==> config.mk <==
export PLATFORM = sky130hd
export DESIGN_NAME = pulse_width_single_wire_tx
export DESIGN_NICKNAME = d
export VERILOG_FILES = /design/src/design/pwtx_pkg.sv /design/src/design/pulse_width_single_wire_tx.sv
export SDC_FILE = /design/constraint.sdc
export NUM_CORES = 1
export LEC_CHECK = 0
export BUFFER_PORTS_ARGS = -buffer_cell sky130_fd_sc_hd__buf_4
export CAP_MARGIN = 40
export CORE_MARGIN = 3
export CORE_UTILIZATION = 55
export DETAILED_ROUTE_END_ITERATION = 12
export PLACE_DENSITY = 0.85
export RECOVER_POWER = 25
export SYNTH_ARGS = -nofsm -noshare
export SYNTH_HDL_FRONTEND = slang
export SYNTH_SLANG_ARGS = --single-unit
==> constraint.sdc <==
create_clock -name clk -period 4.7 [get_ports clk]
set_clock_uncertainty 0.1 [all_clocks]
set_input_delay 0.47 -clock clk [delete_from_list [all_inputs] [get_ports clk]]
set_output_delay 0.47 -clock clk [all_outputs]
set_load 0.05 [all_outputs]
==> src/design/pwtx_pkg.sv <==
// ----------------------------------------------------------------------------
// pwtx_pkg: shared types and constants for the pulse-width wire transmitter
// Frame phase codes, register indexes and fixed frame constants.
// ----------------------------------------------------------------------------
package pwtx_pkg;

    typedef enum logic [2:0] {
        PH_IDLE,
        PH_START_HI,
        PH_START_LO,
        PH_BIT_HI,
        PH_BIT_LO,
        PH_END
    } phase_t;

    localparam int CFG_INDEX_W = 2;
    localparam int CFG_DATA_W  = 4;

    localparam logic [CFG_INDEX_W-1:0] REG_REPEAT_COUNT    = 2'd0;
    localparam logic [CFG_INDEX_W-1:0] REG_START_LOW_TICKS = 2'd1;
    localparam logic [CFG_INDEX_W-1:0] REG_ZERO_LOW_TICKS  = 2'd2;
    localparam logic [CFG_INDEX_W-1:0] REG_ONE_LOW_TICKS   = 2'd3;

    localparam logic [2:0] RESET_REPEAT_COUNT    = 3'd3;
    localparam logic [3:0] RESET_START_LOW_TICKS = 4'd4;
    localparam logic [3:0] RESET_ZERO_LOW_TICKS  = 4'd1;
    localparam logic [3:0] RESET_ONE_LOW_TICKS   = 4'd4;

    localparam logic [3:0] END_TICKS = 4'd4;
    localparam int         BYTE_W    = 8;

    typedef struct packed {
        logic line_level;
        logic line_driven;
        logic busy_res;
        logic accepted;
        logic frame_done;
    } result_t;

endpackage

==> src/design/pulse_width_single_wire_tx.sv <==
// ----------------------------------------------------------------------------
// pulse_width_single_wire_tx: single-wire pulse-width byte transmitter
// Each tick item drives the wire for one tick; a send item latches a byte
// and starts a frame of start pulse, repeated bits and end pattern.
// ----------------------------------------------------------------------------
//  channel   dir   handshake            payload
//  s_*       in    s_tvalid / s_tready  tuser: command, tdata: data_byte
//  m_*       out   m_tvalid / m_tready  tdata: level, driven, busy, accepted;
//                                       tlast: frame_done
//  cfg_*     in    cfg_we               cfg_index, cfg_data
//
//  One item per cycle while no held result is left untaken; each item yields one result in the next cycle.
//  Frame state updates in the accept cycle; the result register holds it.
//  s_tready is high while the result register is empty or being taken.
//  Reset clears frame state, result valid and loads register defaults.
// ----------------------------------------------------------------------------
module pulse_width_single_wire_tx #(
    parameter int BITS_PER_WORD = 8
) (
    input  logic                              clk,
    input  logic                              rst_n,
    input  logic                              s_tvalid,
    output logic                              s_tready,
    input  logic [7:0]                        s_tdata,   // [7:0] data_byte
    input  logic [0:0]                        s_tuser,   // [0] command
    output logic                              m_tvalid,
    input  logic                              m_tready,
    output logic [7:0]                        m_tdata,   // [0] line_level,
                                                         // [1] line_driven,
                                                         // [2] busy_res,
                                                         // [3] accepted,
                                                         // [7:4] zero
    output logic                              m_tlast,   // frame_done
    input  logic                              cfg_we,
    input  logic [pwtx_pkg::CFG_INDEX_W-1:0]  cfg_index,
    input  logic [pwtx_pkg::CFG_DATA_W-1:0]   cfg_data
);
    import pwtx_pkg::*;

    localparam int BP_W  = (BITS_PER_WORD > 1) ? $clog2(BITS_PER_WORD) : 1;
    localparam int BPX_W = 5;
    localparam logic [BPX_W-1:0] BPW_X = BPX_W'(BITS_PER_WORD);

    logic [2:0]      repeat_count_reg;
    logic [3:0]      start_low_ticks_reg;
    logic [3:0]      zero_low_ticks_reg;
    logic [3:0]      one_low_ticks_reg;

    phase_t          phase_reg, phase_next;
    logic [3:0]      tick_count_reg, tick_count_next;
    logic [BP_W-1:0] bit_position_reg, bit_position_next;
    logic [2:0]      repeat_index_reg, repeat_index_next;
    logic [7:0]      held_byte_reg, held_byte_next;

    logic            out_valid_reg;
    result_t         out_data_reg, res;

    logic            in_accept;
    logic [3:0]      tick_inc;
    logic [3:0]      start_need, bit_need, repeat_need;
    logic [BPX_W-1:0] bp_ext, bp_inc;
    logic            cur_bit;

    assign s_tready  = !out_valid_reg || m_tready;
    assign in_accept = s_tvalid && s_tready;

    assign m_tvalid = out_valid_reg;
    assign m_tdata  = {4'b0000, out_data_reg.accepted, out_data_reg.busy_res,
                       out_data_reg.line_driven, out_data_reg.line_level};
    assign m_tlast  = out_data_reg.frame_done;

    // configuration registers
    always_ff @(posedge clk or negedge rst_n)
    begin
        if (!rst_n)
        begin
            repeat_count_reg    <= RESET_REPEAT_COUNT;
            start_low_ticks_reg <= RESET_START_LOW_TICKS;
            zero_low_ticks_reg  <= RESET_ZERO_LOW_TICKS;
            one_low_ticks_reg   <= RESET_ONE_LOW_TICKS;
        end
        else if (cfg_we)
        begin
            unique case (cfg_index)
                REG_REPEAT_COUNT:    repeat_count_reg    <= cfg_data[2:0];
                REG_START_LOW_TICKS: start_low_ticks_reg <= cfg_data[3:0];
                REG_ZERO_LOW_TICKS:  zero_low_ticks_reg  <= cfg_data[3:0];
                REG_ONE_LOW_TICKS:   one_low_ticks_reg   <= cfg_data[3:0];
                default: ;
            endcase
        end
    end

    assign tick_inc    = tick_count_reg + 4'd1;
    assign bp_ext      = BPX_W'(bit_position_reg);
    assign bp_inc      = bp_ext + 5'd1;
    assign cur_bit     = (bp_ext < 5'd8) ? held_byte_reg[bp_ext[2:0]] : 1'b0;
    assign start_need  = (start_low_ticks_reg == 4'd0) ? 4'd1 : start_low_ticks_reg;
    assign bit_need    = cur_bit ?
                         ((one_low_ticks_reg == 4'd0) ? 4'd1 : one_low_ticks_reg) :
                         ((zero_low_ticks_reg == 4'd0) ? 4'd1 : zero_low_ticks_reg);
    assign repeat_need = (repeat_count_reg == 3'd0) ? 4'd1 : {1'b0, repeat_count_reg};

    // next frame state and result for one item
    always_comb
    begin
        phase_next        = phase_reg;
        tick_count_next   = tick_count_reg;
        bit_position_next = bit_position_reg;
        repeat_index_next = repeat_index_reg;
        held_byte_next    = held_byte_reg;
        res               = '0;

        if (s_tuser[0])
        begin
            if (phase_reg == PH_IDLE)
            begin
                held_byte_next    = s_tdata;
                phase_next        = PH_START_HI;
                tick_count_next   = '0;
                bit_position_next = '0;
                repeat_index_next = '0;
                res.accepted      = 1'b1;
            end
        end
        else
        begin
            unique case (phase_reg)
                PH_IDLE: ;
                PH_START_HI:
                begin
                    res.line_level  = 1'b1;
                    res.line_driven = 1'b1;
                    phase_next      = PH_START_LO;
                    tick_count_next = '0;
                end
                PH_START_LO:
                begin
                    res.line_driven = 1'b1;
                    tick_count_next = tick_inc;
                    if (tick_inc >= start_need || tick_inc == 4'd0)
                    begin
                        phase_next        = PH_BIT_HI;
                        tick_count_next   = '0;
                        bit_position_next = '0;
                        repeat_index_next = '0;
                    end
                end
                PH_BIT_HI:
                begin
                    res.line_level  = 1'b1;
                    res.line_driven = 1'b1;
                    phase_next      = PH_BIT_LO;
                    tick_count_next = '0;
                end
                PH_BIT_LO:
                begin
                    res.line_driven = 1'b1;
                    tick_count_next = tick_inc;
                    if (tick_inc >= bit_need || tick_inc == 4'd0)
                    begin
                        tick_count_next   = '0;
                        phase_next        = PH_BIT_HI;
                        bit_position_next = bp_inc[BP_W-1:0];
                        if (bp_inc >= BPW_X)
                        begin
                            bit_position_next = '0;
                            if ({1'b0, repeat_index_reg} + 4'd1 >= repeat_need)
                            begin
                                repeat_index_next = '0;
                                phase_next        = PH_END;
                            end
                            else
                            begin
                                repeat_index_next = repeat_index_reg + 3'd1;
                            end
                        end
                    end
                end
                PH_END:
                begin
                    res.line_driven = 1'b1;
                    res.line_level  = !tick_count_reg[0];
                    tick_count_next = tick_inc;
                    if (tick_inc >= END_TICKS)
                    begin
                        tick_count_next = '0;
                        phase_next      = PH_IDLE;
                        res.frame_done  = 1'b1;
                    end
                end
                default: phase_next = PH_IDLE;
            endcase
        end
        res.busy_res = (phase_next != PH_IDLE);
    end

    // frame state
    always_ff @(posedge clk or negedge rst_n)
    begin
        if (!rst_n)
        begin
            phase_reg        <= PH_IDLE;
            tick_count_reg   <= '0;
            bit_position_reg <= '0;
            repeat_index_reg <= '0;
            held_byte_reg    <= '0;
        end
        else if (in_accept)
        begin
            phase_reg        <= phase_next;
            tick_count_reg   <= tick_count_next;
            bit_position_reg <= bit_position_next;
            repeat_index_reg <= repeat_index_next;
            held_byte_reg    <= held_byte_next;
        end
    end

    // result register
    always_ff @(posedge clk or negedge rst_n)
    begin
        if (!rst_n)
        begin
            out_valid_reg <= 1'b0;
        end
        else if (in_accept)
        begin
            out_valid_reg <= 1'b1;
        end
        else if (m_tready)
        begin
            out_valid_reg <= 1'b0;
        end
    end

    always_ff @(posedge clk)
    begin
        if (in_accept)
        begin
            out_data_reg <= res;
        end
    end

    a_idle_count_zero: assert property (@(posedge clk) disable iff (!rst_n)
        phase_reg == PH_IDLE |-> tick_count_reg == 4'd0)
        else $error("tick count not zero while idle");

    a_send_starts: assert property (@(posedge clk) disable iff (!rst_n)
        in_accept && s_tuser[0] && phase_reg == PH_IDLE |=> phase_reg == PH_START_HI)
        else $error("send item did not start frame");

    a_done_releases: assert property (@(posedge clk) disable iff (!rst_n)
        m_tvalid && m_tlast |-> m_tdata[1] && !m_tdata[2] && phase_reg != PH_END)
        else $error("frame end result inconsistent");

    a_level_driven: assert property (@(posedge clk) disable iff (!rst_n)
        m_tvalid && m_tdata[0] |-> m_tdata[1])
        else $error("high level on released line");

    a_accept_busy: assert property (@(posedge clk) disable iff (!rst_n)
        m_tvalid && m_tdata[3] |-> m_tdata[2] && !m_tdata[1])
        else $error("accepted send without busy");

endmodule
==> impl_metrics.json, run 1 <==
{
  "drc": 0,
  "syn_to_final_growth_pct": 12.1,
  "gp_congestion": 0.862,
  "final_core_util": 0.666,
  "rows": 23,
  "ys_warn_count": 0,
  "vias": 1747,
  "tightest_slew_ns": 1.95,
  "cts_buffers": 5,
  "irDropWorstVdd_mv": 0.273,
  "endpoint_kind": "flop",
  "final_net_count": 279,
  "cp-start-kind": "flop",
  "grt_max_degree": 38,
  "synth-seq-cells": 42,
  "coreArea_um2": 4170,
  "finalCritPeriodShare": 0.784,
  "routed_wl_mm": 4.63,
  "arrival_ns": 3.61,
  "syn_area_per_cell_um2": 11.4,
  "grt_pass1_wl_mm": 7.95,
  "setup-tns-final_ns": 0,
  "synth_top_area_frac": 0.323,
  "hold_start": "s_tvalid",
  "netlist_area_um2": 2480,
  "synth_cell_types": 57,
  "cts_root_buf": "clkbuf_8",
  "cp-startpoint": "bit_position_reg[0]",
  "initial_core_util": 0.594,
  "outcome": "finished, violations left",
  "grt_usage": 0.193,
  "portBuffers": 26,
  "hold-worst-slack_ns": 0.308,
  "async_flop_share": 0.881,
  "final_cell_mix": "dfrtp_1 (32), buf_4 (25), mux2_2 (23)",
  "crit_required_ns": 4.62,
  "cts_tree": "built",
  "worstSetupPathType": "flop to flop",
  "whs_path_depth": 2,
  "instances_no_fill": 296,
  "layout_commonest_cell": "dfrtp_1",
  "drv_slew": 38,
  "placedCellCount": 288,
  "cap_violations": 1,
  "largest_reg_flops": 8,
  "ys.flop_type": "dfrtp_1",
  "synthTopCellsByArea": "dfrtp_1 (32%), mux2_2 (10%), ha_1 (7.1%)",
  "dr.first_iter.drc_count": 157,
  "p_per_area_nw_per_um2": 473,
  "grt_setup_unrepaired": "false",
  "wl_per_cell_um": 15.6,
  "worstReg2RegStart": "bit_position_reg[0]",
  "syn_inst": 218,
  "fmax_mhz": 271,
  "first_global_vias": 1727,
  "drtAntennaViolNets": 0,
  "hold_viol_final": 0,
  "die_area_um2": 5350,
  "violations": "capacitance limit, slew limit",
  "period_minus_slack_ns": 3.69,
  "first_pass_iters": 4,
  "h-tree-depth": 2,
  "hpwlAfterDp_mm": 3.53,
  "drive_above_1_share": 0.317,
  "post_cts.repair.setup_buffers": 0,
  "n_antenna_cell": 0,
  "antenna_found_initial": 0,
  "power_leakage_uw": 0.00127,
  "cts_hold_buf": 0,
  "reg2regPathDepth": 11,
  "dieHeight_um": 73.2,
  "setup_violations": 0,
  "routed_via_density": 5.90,
  "synth_area_leader_cell": "dfrtp_1",
  "synth_edf_count": 5,
  "worstSkewPairLatency_ns": 0.29,
  "grt-ovfl-total": 0,
  "max-slew-margin-rel": -0.297,
  "hold_path_class": "primary input to flop",
  "clkTransAtPathRegs_ns": 0.08,
  "cts.path.max_buffers": 2,
  "cts_resized": 0,
  "seq_area_frac_synth": 0.436,
  "path_max_fanout": 11,
  "clkSinkCount": 42,
  "pin_count": 31,
  "fp.dieW_um": 73.2
}
final timing paths:
| check | endpoint | slack (ns) |
|---|---|---|
| max in group asynchronous | repeat_index_reg[0] | 2.76 |
| setup / recovery | m_tdata[2] | 1.01 |
| min in group asynchronous | tick_count_reg[1] | 0.61 |
| hold reg to reg | held_byte_reg[3] | 0.41 |
| hold / removal | m_tvalid | 0.31 |
| setup reg to reg | m_tdata[2] | 1.01 |
metrics by stage:
| stage | worst slack [ns] | total power [µW] | instance area, µm² |
|---|---|---|---|
| 2_1_floorplan | 1.38 | 957 | 2490 |
| 3_3_place_gp | 1.20 | 1020 | 2670 |
| 3_5_place_dp | 1.03 | 1050 | 2670 |
| 4_1_cts | 1.01 | 1320 | 2780 |
| 5_1_grt | 0.798 | 1400 | 2780 |
| 6_report | 1.01 | 1310 | 2780 |
worst max-delay path, cell delays in order (launching register included):
cell and delay [ns]:
dfrtp_1 0.47, mux4_2 0.54, mux2i_1 0.50, nor3_1 0.10, a21oi_1 0.15, ha_1 0.24, nand2b_4 0.13, a211o_1 0.28
a211o_1 0.44, o21a_1 0.22, o22ai_1 0.14, nand3b_1 0.11
per-layer routing:
metal	vias to the layer above	track usage	wire length (µm)
li1	853	-	-
met5	-	0	0
met4	0	0.0717	39
met2	31	0.321	2420
met1	861	0.246	1990
met3	2	0.0399	179
cells in the mapped netlist (all sizes together), types with 5 or more instances:
library cell / count
mux2: 23
dfrtp: 32
dfstp: 5
inv: 9
nor2: 10
buf: 8
ha: 14
mux2i: 5
nand2b: 8
nand2: 17
nand3: 8
edfxtp: 5
nor3: 7
o21ai: 8
cell families (layout without fill, tap and decap cells):
family                   after synthesis  count (layout)  synth area share
AND/OR/NAND/NOR                       65              65             0.140
XOR/XNOR                               1               1           0.00353
buffers and inverters                 18              43            0.0444
adder cells (fa/ha/maj)               14              14            0.0706
AO/OA/AOI/OAI                         47              47             0.160
other                                  1               4           0.00151
multiplexers                          30              30             0.143
flip-flops                            42              42             0.436
layout make-up:
cell class	instances	area, µm²
Sequential cell	42	1080
Tap cell	50	62.6
Clock buffer	8	110
Fill cell	302	1390
Inverter	9	33.8
Timing Repair Buffer	26	191
Multi-Input combinational cell	161	1300
where the power goes:
group	internal, µW	total, µW	switching (µW)
clock network	148	267	119
registers	457	553	96.4
logic	232	493	261
total	837	1310	477
(Power assumes the default switching activity.)
==> run 2, diff against run 1 <==
==> constraint.sdc (replaced) <==
create_clock -name clk -period 3.6 [get_ports clk]
set_clock_uncertainty 0.1 [all_clocks]
set_input_delay 0.36 -clock clk [delete_from_list [all_inputs] [get_ports clk]]
set_output_delay 0.36 -clock clk [all_outputs]
set_load 0.05 [all_outputs]
==> run 2 against run 1 <==
  * The run still ends with capacitance limit, slew limit left
  * Non-clock buffer count increased by 2
  * Die area did not move
  * Sequential power rose by 30%
  * Register-to-register slack got worse by 0.80 ns
  * Clock power rose by 8.6%
  * Cell count rose by 0.68%
  * Largest cell class unchanged
==> impl_metrics.json, run 2 (synthesis gave the netlist of run 1 again) <==
{
  "pin_count": 31,
  "wl_met2_mm": 2.27,
  "whs_path_depth": 2,
  "final_core_util": 0.663,
  "coreArea_um2": 4170,
  "period_minus_slack_ns": 3.39,
  "dp_slack_ns": 0.0850,
  "max-slew-margin-rel": -0.301,
  "final_net_count": 281,
  "largest_reg_flops": 8,
  "grt_usage": 0.187,
  "cts.path.max_buffers": 2,
  "rows": 23,
  "setup-tns-final_ns": 0,
  "clkTransAtPathRegs_ns": 0.08,
  "portBuffers": 26,
  "r2r_slack_ns": 0.21,
  "setup_violations": 0,
  "n_antenna_cell": 0,
  "wl_met1_mm": 2.06,
  "cts_buffers": 5,
  "antenna_found_initial": 0,
  "p_total_uw": 1670,
  "p_per_area_nw_per_um2": 604,
  "layout_commonest_cell": "dfrtp_1",
  "drtAntennaViolNets": 0,
  "cp_slowest_cell": "mux4_2",
  "path_max_fanout": 11,
  "placedCellCount": 289,
  "dr_wl_met3_um": 179,
  "initial_core_util": 0.594,
  "hold_viol_final": 0,
  "routed_wl_mm": 4.56,
  "routed_via_density": 5.83,
  "final_cell_mix": "dfrtp_1 (31), buf_4 (24), mux2_2 (23)",
  "irDropWorstVdd_mv": 0.330,
  "cp-start-kind": "flop",
  "gp_congestion": 0.843,
  "crit_chain": "mux4_2 -> mux2i_2 -> nor3_1 -> a21oi_1 -> ha_1 -> nand2b_4 -> a211o_1 -> a211o_2 -> o21a_1 -> o22ai_1 -> nand3b_1",
  "vias": 1738,
  "n_fill_cell": 323,
  "r2r_end": "m_tdata[2]",
  "hpwlAfterDp_mm": 3.42,
  "h-tree-depth": 2,
  "syn_to_final_growth_pct": 11.5,
  "worstSkewPairLatency_ns": 0.29,
  "power_leakage_uw": 0.00126,
  "cts_root_buf": "clkbuf_8",
  "hold_start": "s_tdata[0]",
  "worstSetupPathType": "flop to flop",
  "finalCritPeriodShare": 0.941,
  "drc": 0,
  "violations": "capacitance limit, slew limit",
  "worstReg2RegStart": "bit_position_reg[0]",
  "grt-ovfl-total": 0,
  "hold_path_class": "primary input to flop",
  "tightest_slew_ns": 1.95,
  "cap_violations": 1,
  "fp.dieW_um": 73.2,
  "first_pass_iters": 4,
  "die_area_um2": 5350,
  "outcome": "finished, violations left",
  "hold_end": "held_byte_reg[0]",
  "reg2regPathDepth": 11,
  "cts_tree": "built",
  "drv_slew": 38,
  "instances_no_fill": 298,
  "grt_pass1_wl_mm": 7.80,
  "endpoint_kind": "flop",
  "cp_slowest_stage_delay_ns": 0.52,
  "clkSinkCount": 42,
  "layout_setup_ws_ns": 0.211,
  "grt_setup_unrepaired": "false",
  "dieHeight_um": 73.2,
  "dr.first_iter.drc_count": 93,
  "fmax_mhz": 295,
  "crit_required_ns": 3.53,
  "wl_per_cell_um": 15.3,
  "grt_max_degree": 38,
  "drive_above_1_share": 0.310,
  "top_layer_used": "met4",
  "arrival_ns": 3.32,
  "first_global_vias": 1724
}
-- run 2: through the flow --
stage	instance area (µm²)	hold slack, ns
after floorplan	2490	-0.0356
after global placement	2680	0.244
after detailed placement	2680	0.250
after CTS	2770	0.196
after global routing	2770	0.187
final	2770	0.197
-- run 2: critical path: cells and delay by family (launching register included) --
kind	cells	cell delay, ns
AOI/OAI and AO/OA	5	1.22
muxes	2	0.80
DFF	1	0.43
and+or+nand+nor	3	0.35
adders and majority gates	1	0.25
-- run 2: worst max path at each step --
stage	endpoint	from
3_3_place_gp	m_tdata[2]	bit_position_reg[0]
6_report	m_tdata[2]	bit_position_reg[0]
2_1_floorplan	m_tdata[2]	bit_position_reg[0]
4_1_cts	m_tdata[2]	bit_position_reg[0]
5_1_grt	m_tdata[2]	bit_position_reg[0]
3_5_place_dp	m_tdata[2]	bit_position_reg[0]
-- run 2: layout make-up --
cell class | count | area [µm²] | share of cell area
inverter | 9 | 33.8 | 0.0122
timing repair buffer | 28 | 201 | 0.0729
tap | 50 | 62.6 | 0.0226
sequential | 42 | 1080 | 0.392
multi-input combinational | 161 | 1300 | 0.471
clock buffer | 8 | 80.1 | 0.0290
-- run 2: where the power goes --
| group | internal, µW | leakage [µW] | switching [µW] | total (µW) |
|---|---|---|---|---|
| logic | 314 | 0.000721 | 344 | 658 |
| registers | 597 | 0.000497 | 124 | 721 |
| clock network | 138 | 0.0000395 | 152 | 290 |
-- run 2: layer usage --
layer  track usage  vias up
met5             0        -
met4        0.0594        0
met3        0.0482        7
met2         0.313       33
met1         0.237      840
li1              -      858
-- run 2: what timing repair did --
| action | in CTS | in global routing |
|---|---|---|
| setup endpoints to repair | 0 | 12 |
| resized for setup | 0 | 3 |
| setup buffers | 0 | 0 |
| hold endpoints to repair | 32 | 0 |
| hold buffers | 1 | 0 |
